File: config.mk
export PLATFORM = sky130hd
export DESIGN_NAME = tcw_ctrl
export DESIGN_NICKNAME = d
export VERILOG_FILES = /design/src/tcw_pkg.sv /design/src/tcw_ctrl.sv
export SDC_FILE = /design/constraint.sdc
export NUM_CORES = 1
export LEC_CHECK = 0
export ABC_CLOCK_PERIOD_IN_PS = 1700
export BUFFER_PORTS_ARGS = -buffer_cell sky130_fd_sc_hd__buf_2
export CORE_AREA = 2 2 39 41
export DETAILED_ROUTE_END_ITERATION = 12
export DIE_AREA = 0 0 41 43
export SKIP_LAST_GASP = 1
export SLEW_MARGIN = 10
export SYNTH_ARGS = -nofsm -noshare
export SYNTH_HDL_FRONTEND = slang
export SYNTH_SLANG_ARGS = --single-unit
File: constraint.sdc
create_clock -name clk -period 1.7 [get_ports clk]
set_input_delay 0.17 -clock clk [delete_from_list [all_inputs] [get_ports clk]]
set_output_delay 0.17 -clock clk [all_outputs]
set_load 0.005 [all_outputs]
File: src/tcw_pkg.sv
package tcw_pkg;

  // screen geometry
  localparam int COLUMNS = 80;
  localparam int ROWS    = 25;
  localparam int CELLS   = COLUMNS * ROWS;

  localparam int ADDR_W      = $clog2(CELLS);
  localparam int POS_W       = ADDR_W + 1;
  localparam int COL_W       = 7;
  localparam int ROW_W       = 5;
  localparam int COLOR_W     = 4;
  localparam int CFG_INDEX_W = 2;
  localparam int OP_W        = 4;

  localparam logic [7:0] GLYPH_BLOCK  = 8'd219;
  localparam logic [7:0] GLYPH_SPACE  = 8'd32;
  localparam logic [7:0] CODE_NEWLINE = 8'd10;
  localparam logic [7:0] CODE_RETURN  = 8'd13;

  localparam logic [1:0] MODE_PUT   = 2'd0;
  localparam logic [1:0] MODE_DRAW  = 2'd1;
  localparam logic [1:0] MODE_CLEAR = 2'd2;
  localparam logic [1:0] MODE_READ  = 2'd3;

  localparam logic [CFG_INDEX_W-1:0] REG_BACKGROUND = 2'd0;
  localparam logic [CFG_INDEX_W-1:0] REG_FOREGROUND = 2'd1;

  localparam logic [COLOR_W-1:0] BACKGROUND_RESET = 4'd0;
  localparam logic [COLOR_W-1:0] FOREGROUND_RESET = 4'd15;

  // datapath operations
  localparam logic [OP_W-1:0] OP_NONE   = 4'd0;
  localparam logic [OP_W-1:0] OP_CLEAR  = 4'd1;
  localparam logic [OP_W-1:0] OP_PUT    = 4'd2;
  localparam logic [OP_W-1:0] OP_COPY   = 4'd3;
  localparam logic [OP_W-1:0] OP_DRAIN  = 4'd4;
  localparam logic [OP_W-1:0] OP_FILL   = 4'd5;
  localparam logic [OP_W-1:0] OP_READ   = 4'd6;
  localparam logic [OP_W-1:0] OP_MODIFY = 4'd7;
  localparam logic [OP_W-1:0] OP_RESULT = 4'd8;

  typedef logic [OP_W-1:0] op_t;

  typedef struct packed {
    logic [1:0]       mode;
    logic [7:0]       char_code;
    logic [COL_W-1:0] col;
    logic [ROW_W-1:0] line;
  } in_item_t;

  typedef struct packed {
    logic [ADDR_W-1:0] cursor_index;
    logic [15:0]       cell_value;
    logic              scrolled;
  } out_item_t;

  typedef struct packed {
    logic latch;
    op_t  op;
  } dp_cmd_t;

  typedef struct packed {
    logic       ptr_last;
    logic       wrap;
    logic       on_screen;
    logic [1:0] mode;
  } dp_status_t;

endpackage

File: src/tcw_ctrl.sv
module tcw_ctrl import tcw_pkg::*; (
  input  logic       clk,
  input  logic       rst,
  input  logic       in_valid,
  output logic       in_ready,
  output logic       out_valid,
  input  logic       out_ready,
  input  dp_status_t status,
  output dp_cmd_t    cmd
);

  localparam logic [3:0] S_CLEAR  = 4'd0;
  localparam logic [3:0] S_IDLE   = 4'd1;
  localparam logic [3:0] S_EXEC   = 4'd2;
  localparam logic [3:0] S_COPY   = 4'd3;
  localparam logic [3:0] S_DRAIN  = 4'd4;
  localparam logic [3:0] S_FILL   = 4'd5;
  localparam logic [3:0] S_READ   = 4'd6;
  localparam logic [3:0] S_MODIFY = 4'd7;
  localparam logic [3:0] S_RESULT = 4'd8;

  logic [3:0] state;
  logic [3:0] state_next;
  logic       out_free;

  assign in_ready = state == S_IDLE;
  assign out_free = !out_valid || out_ready;

  always_comb begin
    state_next = state;
    cmd.latch  = 1'b0;
    cmd.op     = OP_NONE;
    case (state)
      S_CLEAR: begin
        cmd.op = OP_CLEAR;
        if (status.ptr_last) begin
          state_next = S_IDLE;
        end
      end
      S_IDLE: begin
        if (in_valid) begin
          cmd.latch  = 1'b1;
          state_next = S_EXEC;
        end
      end
      S_EXEC: begin
        if (status.mode == MODE_PUT) begin
          cmd.op     = OP_PUT;
          state_next = status.wrap ? S_COPY : S_READ;
        end else begin
          // read the addressed cell; recolor it for the cursor modes when it is on screen
          cmd.op = OP_READ;
          if ((status.mode inside {MODE_DRAW, MODE_CLEAR}) && status.on_screen) begin
            state_next = S_MODIFY;
          end else begin
            state_next = S_RESULT;
          end
        end
      end
      S_COPY: begin
        cmd.op = OP_COPY;
        if (status.ptr_last) begin
          state_next = S_DRAIN;
        end
      end
      S_DRAIN: begin
        cmd.op     = OP_DRAIN;
        state_next = S_FILL;
      end
      S_FILL: begin
        cmd.op = OP_FILL;
        if (status.ptr_last) begin
          state_next = S_READ;
        end
      end
      S_READ: begin
        cmd.op     = OP_READ;
        state_next = S_RESULT;
      end
      S_MODIFY: begin
        cmd.op     = OP_MODIFY;
        state_next = S_READ;
      end
      S_RESULT: begin
        if (out_free) begin
          cmd.op     = OP_RESULT;
          state_next = S_IDLE;
        end
      end
      default: begin
        state_next = S_IDLE;
      end
    endcase
  end

  always_ff @(posedge clk) begin
    if (rst) begin
      state     <= S_CLEAR;
      out_valid <= 1'b0;
    end else begin
      state <= state_next;
      if (state == S_RESULT && out_free) begin
        out_valid <= 1'b1;
      end else if (out_ready) begin
        out_valid <= 1'b0;
      end
    end
  end

  a_accept_starts_work: assert property (@(posedge clk) disable iff (rst)
    (in_valid && in_ready) |=> state == S_EXEC)
    else $error("accepted item did not start execution");

  a_modify_only_cursor_modes: assert property (@(posedge clk) disable iff (rst)
    (state == S_MODIFY) |->
      ((status.mode == MODE_DRAW || status.mode == MODE_CLEAR) && status.on_screen))
    else $error("cell modified outside a cursor draw or clear");

  a_result_waits_for_room: assert property (@(posedge clk) disable iff (rst)
    (state == S_RESULT && out_valid && !out_ready) |=> state == S_RESULT)
    else $error("result register overwritten while still held");

  a_fill_then_read: assert property (@(posedge clk) disable iff (rst)
    (state == S_FILL && status.ptr_last) |=> state == S_READ)
    else $error("scroll fill did not end in a cell read");

endmodule

======== Yosys cells after proc, flatten, opt, wreduce, memory -nomap -nowiden ========
Cells that the tools add are included.
word-level totals
  word-level logic and storage cells ...... 42
  input bits .............................. 9
  register bits after elaboration ......... 5
  output and inout bits ................... 7
cells by class
  reductions and logical operators ........ 9
  muxes and demuxes ....................... 16
  equality and inequality tests ........... 15
operators with widths
  cell                  count
  $pmux W4 S9           1
  $mux W4               8
  $pmux W4 S8           1
  $eq A4 B3 Y1 const B  4
  $ne A2 B2 Y1 const B  5
  $eq A4 B2 Y1 const B  2
  $mux W3               2
  $reduce_and A5 Y1     1
  $eq A4 B1 Y1 const B  1
  $eq A4 B4 Y1 const B  1
  $logic_not A4 Y1      1
  $mux W1               4
  $reduce_bool A2 Y1    2
  $eq A2 B1 Y1 const B  1
  $eq A2 B2 Y1 const B  1
  $logic_and A1 B1 Y1   2
  $logic_not A2 Y1      1
  $logic_not A1 Y1      1
  $logic_or A1 B1 Y1    1

======== Logic depth before layout (Yosys ltp) ========
Gate-level depths: netlist of run 1.
  depth in word-level cells ............... 6
  mapped depth ............................ 6
  mapped depth without buffers ............ 6

======== Least setup slack after synthesis of run 1 ========
Ideal clock, no wire load.
  path kind ............................... input-to-reg
  from .................................... input port status[0] in the netlist's numbering
  to ...................................... register state[0]
  stages .................................. 6
  setup slack ............................. 269 ps
  required time ........................... 1579 ps
  data arrival time ....................... 1310 ps
  library setup time ...................... 121 ps
  cells stage by stage .................... inv_1 -> ha_1 -> and3b_1 -> a2111oi_2 -> nor3_1 -> mux2_2
between the ends
  word-level cells in the longest chain between the ends .. 6
  elaborated cells between the ends (all ways) .. 8
  classes of those cells .................. 2 x eq/ne; 3 x mux; 3 x reduce/logical
RTL lines
  what                                                 RTL line         source
  from (decl)                                          tcw_ctrl.sv:8    input dp_status_t status,
  $eq A2 B1 Y1 / $eq A2 B2 Y1 (equally long branches)  tcw_ctrl.sv:53   if ((status.mode inside {MODE_DRAW, MODE_CLEAR}) && status.on_screen) begin
  $reduce_bool A2 Y1                                   tcw_ctrl.sv:53
  $logic_and A1 B1 Y1                                  tcw_ctrl.sv:53
  $mux W4                                              tcw_ctrl.sv:53
  $mux W4 *                                            tcw_ctrl.sv:47   if (status.mode == MODE_PUT) begin
  $pmux W4 S9 *                                        tcw_ctrl.sv:33   case (state)
  to (signal assigned)                                 tcw_ctrl.sv:101  state <= state_next;
  to (decl)                                            tcw_ctrl.sv:22   logic [3:0] state;
Mark *: on every way between the ends. The rest lies on a longest branch, timed or not.
A chain may end at the register's enable or synchronous reset.

==> flow_metrics.py, run 1 <==
metrics = {
    "power": {
        "clkPwrFrac_pct": 17.2,
        "vdd_drop_max_uv": 773,
        "finalPower_mw": 0.759,
        "powerDensity_nw_per_um2": 1390,
        "power_frac_comb_pct": 53.3,
        "swShare_pct": 40.0,
        "p_sw_mw": 0.303,
        "power_frac_seq_pct": 29.5,
        "intPower_mw": 0.456,
        "leakagePower_nw": 0.259,
    },
    "placed_design": {
        "place_inst": 87,
        "gp_congestion": 0.814,
        "hpwl_um": 762,
        "io_buffers": 15,
        "dpl-instance-area_um2": 517,
    },
    "worst_setup_path": {
        "cp-start-kind": "flip-flop",
        "crit_type": "flip-flop to primary output",
        "worstPathMaxFanout": 9,
        "cp_data_required_time_ns": 1.53,
        "rr_worst_depth": 4,
        "crit_path_end_kind": "primary output",
        "cp.arrival_ns": 1.35,
    },
    "routing": {
        "vias": 454,
        "via_per_inst": 4.99,
        "dr.pass1.iters": 4,
        "drc_errors": 0,
        "wl_per_cell_um": 10.3,
        "routed_wirelength_um": 941,
        "drtIter0Drc": 12,
        "antenna_left": 0,
    },
    "grt": {
        "antenna_found_initial": 0,
        "grt_max_degree": 11,
        "grt_usage_pct": 12.0,
        "grt_pass1_wl_mm": 1.52,
        "grt_pass1_vias": 406,
        "grt_overflow": 0,
    },
    "floorplan": {
        "dieArea_um2": 1760,
        "start_util_pct": 30.4,
        "fp-row-count": 14,
        "die_h_um": 43,
        "core_area_um2": 1380,
        "die_x_um": 41,
        "ioPinCount": 16,
    },
    "min_path": {
        "hold_depth": 2,
        "hp-class": "primary input to flip-flop",
    },
    "cts": {
        "htree_levels": 1,
        "clk_path_buf_depth": 2,
        "clkLatencyLatePin_ns": 0.23,
        "cts-root-buf": "clkbuf_4",
        "numCtsBuffers": 3,
        "clk_pin_slew_ns": 0.04,
        "cts-hold-fix-buffers": 0,
        "cts_tree": "done",
        "cts.sinks": 5,
    },
    "timing": {
        "slew_viol_final": 0,
        "fin_tns_setup_ns": 0,
        "setup_viol": 0,
        "period_share_pct": 89.4,
        "slew_headroom_pct": 73.9,
        "worst_pin_slew_ns": 0.390,
        "period_needed_ns": 1.52,
        "finClkSkew_ns": 0.00365,
        "rsz0062_at_grt": "false",
        "fmax_mhz": 658,
        "final_hold_viol_count": 0,
    },
    "yosys": {
        "synth_area_leaders": "dfxtp_1 24%, nor2_1 9.8%, a21oi_1 4.8%",
        "synthesis.area_um2": 420,
        "synth.most_common_cell": "nor2_1",
        "synth_edf_count": 0,
        "synth_top_area_share_pct": 23.8,
        "syn-num-nets": 67,
        "synth-seq-area-share_pct": 23.8,
        "synth_top_cell_by_area": "dfxtp_1",
        "synthTopCellsByCount": "11 x nor2_1, 5 x dfxtp_1, 4 x a21oi_1, 4 x inv_1, 3 x nor3_1",
        "ys.flop_type": "dfxtp_1",
        "yosysWarnings": 0,
        "synth.avg_cell_area_um2": 7.38,
        "ys_async_sr_fraction_pct": 0,
        "ys_seq_elements": 5,
        "syn_inst": 57,
        "ys_types": 32,
    },
    "finish": {
        "drive_gt1_share_pct": 33.3,
        "fin_nets": 86,
        "fillers": 152,
        "final_cells": 91,
        "antenna_cells": 0,
        "area_growth_pct": 29.5,
        "final_area_um2": 544,
    },
    "run_status": {
        "status": "finished clean",
    },
    "flow_run": {
        "drv_cap": 0,
    },
}
[cells by family (layout without fill, tap and decap cells)]
group	after synthesis	in the layout	share of synthesized area [%]
fa+ha+maj	1	1	2.98
mux	1	1	2.68
buf+inv	8	26	8.63
xor+xnor	2	2	4.17
simple gates	26	26	33.6
compound gates	14	14	24.1
flops	5	5	23.8
[cell type report]
cell class	count	area, um^2	share of cell area [%]
clock buffer	4	26.3	4.83
inverter	4	15.0	2.76
multi-input combinational	44	284	52.2
sequential	5	101	18.6
tap	16	20.0	3.68
timing repair buffer	18	97.6	17.9
[metrics by stage]
stage	hold slack, ns	setup slack [ns]	util, %
3_5_place_dp	0.435	0.0718	37.3
6_report	0.185	0.180	39.3
2_1_floorplan	0.239	0.269	-
5_1_grt	0.199	0.0734	39.3
3_3_place_gp	0.435	0.108	37.3
4_1_cts	0.178	0.0502	39.2
[sequential cells by signal, indices dropped and copies added (netlist names)]
register	flops
state	4
out_valid	1
[path summary, 6_finish.rpt]
path                          start                endpoint  slack (ns)
max           state[0]$_SDFFE_PP0P_                  cmd[4]        0.18
max reg2reg   state[1]$_SDFFE_PP0P_   state[0]$_SDFFE_PP0P_        0.20
min                             rst   state[3]$_SDFFE_PP0P_        0.19
min reg2reg  out_valid$_SDFFE_PP0P_  out_valid$_SDFFE_PP0P_        0.54
[placed cells by master, fill, tap and decap left out, types with 2 or more instances in the layout]
cell type,netlist,routed
nand2_1,2,2
buf_4,1,3
a21oi_1,4,4
inv_1,4,4
nor3_1,3,3
nor2_1,11,11
o21ai_0,2,2
dfxtp_1,5,4
clkbuf_4,0,3
buf_2,2,15
[power by group through the flow]
stage / clock (mW) / sequential (mW) / combinational, mW
floorplan: 0 / 0.160 / 0.352
global placement: 0 / 0.223 / 0.405
detailed placement: 0 / 0.221 / 0.405
CTS: 0.138 / 0.218 / 0.407
global route: 0.143 / 0.230 / 0.454
finish: 0.131 / 0.224 / 0.404
[routing by layer]
layer / global-route usage (%) / vias to the layer above / part of all wire, %
met5: 0 / - / 0
met1: 14.5 / 200 / 44
met3: 1.57 / 0 / 7.0
li1: - / 239 / -
met2: 19.7 / 15 / 49
met4: 6.00 / 0 / 0
[critical path, cell delays in order, from the launching register on]
cell and delay, ns:
dfxtp_2 0.41, inv_1 0.12, nor4_1 0.33, and2_1 0.17, buf_2 0.10
[repair_timing]
item	in CTS	in global routing
gates resized for setup	0	1
buffers inserted	0	0
setup endpoints to repair	0	1
No activity file was read; power rests on OpenSTA's default activity.
==> inputs of run 2 (changes only) <==
ABC_CLOCK_PERIOD_IN_PS = not set   (was 1700)
CELL_PAD_IN_SITES_DETAIL_PLACEMENT = 1   (was not set)
CELL_PAD_IN_SITES_GLOBAL_PLACEMENT = 1   (was not set)
CORE_AREA = not set   (was 2 2 39 41)
CORE_UTILIZATION = 31   (was not set)
DIE_AREA = not set   (was 0 0 41 43)
PLACE_DENSITY_LB_ADDON = 0.1   (was not set)
==> flow_metrics.py, run 2 (synthesis gave the netlist of run 1 again) <==
metrics = {
    "run_status": {
        "status": "finished clean",
    },
    "power": {
        "leakagePower_nw": 0.262,
        "vdd_drop_max_uv": 758,
        "powerDensity_nw_per_um2": 1440,
    },
    "routing": {
        "antenna_left": 0,
        "vias": 474,
        "via_per_inst": 5.33,
        "dr.pass1.iters": 4,
        "wl_per_cell_um": 12.4,
        "drc_errors": 0,
        "routed_wirelength_mm": 1.10,
        "drtIter0Drc": 3,
    },
    "placed_design": {
        "hpwl_um": 887,
        "gp_congestion": 0.747,
        "io_buffers": 15,
        "dp_slack_ns": 0.0846,
    },
    "flow_run": {
        "drv_cap": 0,
    },
    "finish": {
        "top_regs": "state (4), out_valid (1)",
        "area_growth_pct": 29.2,
        "largest_reg_flops": 4,
        "antenna_cells": 0,
        "final_cell_mix": "15 x buf_2, 11 x nor2_1, 4 x inv_1, 4 x a21oi_1, 4 x dfxtp_1",
        "final_common_cell": "buf_2",
        "largest-register": "state",
        "fin_nets": 86,
        "drive_gt1_share_pct": 34.7,
    },
    "worst_setup_path": {
        "cp-start-kind": "flip-flop",
        "cp_cell_sequence": "inv_1 > nor4_1 > and2_1 > buf_2",
        "rr_worst_depth": 4,
        "cp_data_required_time_ns": 1.53,
        "rrSetupSlack_ns": 0.19,
        "critical-path-slowest-cell": "dfxtp_2",
        "cp-endpoint": "cmd[4]",
        "crit_cells": 4,
        "crit_type": "flip-flop to primary output",
        "worstPathMaxFanout": 9,
        "cp-startpoint": "state[0]$_SDFFE_PP0P_",
        "crit_path_end_kind": "primary output",
        "critPathTopFamily": "simple AND/OR/NAND/NOR gates",
        "r2r_end": "state[0]$_SDFFE_PP0P_",
        "cp.arrival_ns": 1.35,
        "max_stage_delay_ns": 0.41,
        "critPathBufInv": 2,
        "worstReg2RegStart": "state[1]$_SDFFE_PP0P_",
    },
    "cts": {
        "cts-hold-fix-buffers": 0,
        "cts_tree": "done",
        "htree_levels": 1,
        "cts.sinks": 5,
        "numCtsBuffers": 3,
        "clk_path_buf_depth": 2,
        "clk_pin_slew_ns": 0.05,
        "cts-root-buf": "clkbuf_4",
        "clkLatencyLatePin_ns": 0.24,
    },
    "floorplan": {
        "die_h_um": 38.8,
        "ioPinCount": 16,
        "start_util_pct": 35.4,
        "dieArea_um2": 1510,
        "core_area_um2": 1190,
        "die_x_um": 38.8,
        "fp-row-count": 12,
    },
    "timing": {
        "rsz0062_at_grt": "false",
        "fin_tns_setup_ns": 0,
        "finClkSkew_ns": 0.00206,
        "setup_slack_ns": 0.175,
        "slew_headroom_pct": 72.9,
        "setup_viol": 0,
        "period_needed_ns": 1.52,
        "period_share_pct": 89.7,
        "fmax_mhz": 656,
        "worst_pin_slew_ns": 0.406,
        "final_hold_viol_count": 0,
        "hold_slack_ns": 0.180,
        "slew_viol_final": 0,
    },
    "grt": {
        "grt_max_degree": 14,
        "grt_pass1_wl_mm": 1.71,
        "grt_pass1_vias": 422,
        "antenna_found_initial": 0,
        "grt_overflow": 0,
        "grt_usage_pct": 17.0,
    },
    "min_path": {
        "hp-class": "primary input to flip-flop",
    },
}
-- run 2: final cells by class --
type	count	area [um^2]
clock inverters	1	5.00
flip-flops and latches	5	101
fillers	151	643
multi-input cells	44	284
inverters	4	15.0
well taps	14	17.5
repair buffers	18	97.6
clock buffers	3	22.5
-- run 2: stage by stage --
step / cell area (um^2) / cells / total power [mW] / utilization [%]
4_1_cts: 542 / 89 / 0.788 / 45.7
6_report: 543 / 89 / 0.782 / 45.8
2_1_floorplan: 420 / 57 / 0.512 / -
3_3_place_gp: 514 / 85 / 0.634 / 43.4
3_5_place_dp: 514 / 85 / 0.643 / 43.4
5_1_grt: 543 / 89 / 0.861 / 45.8
-- run 2: metal layers --
| layer | global-route usage (%) | vias to the layer above | share of wire, % |
|---|---|---|---|
| met1 | 21.5 | 218 | 47 |
| met3 | 1.73 | 4 | 4.8 |
| met5 | 0 | - | 0 |
| met2 | 25.8 | 14 | 46 |
| met4 | 12.9 | 0 | 2.1 |
| li1 | - | 238 | - |
-- run 2: timing repair --
action	in CTS	in global routing
gates resized for setup	0	1
setup buffers	0	0
setup endpoints to repair	0	1
-- run 2: worst min-delay path by stage --
stage | cells past startpoint | start | slack (ns) | endpoint
finish | 2 | rst | 0.18 | state[3]$_SDFFE_PP0P_
global route | 2 | rst | 0.20 | state[3]$_SDFFE_PP0P_
CTS | 2 | rst | 0.17 | state[3]$_SDFFE_PP0P_
detailed placement | 2 | rst | 0.43 | state[3]$_SDFFE_PP0P_
global placement | 2 | rst | 0.43 | state[3]$_SDFFE_PP0P_
floorplan | 1 | rst | 0.24 | out_valid$_SDFFE_PP0P_
-- run 2: power breakdown --
group          switching (mW)  total [mW]  internal (mW)
sequential             0.0639       0.215          0.151
combinational           0.213       0.429          0.216
clock                  0.0530       0.138         0.0853
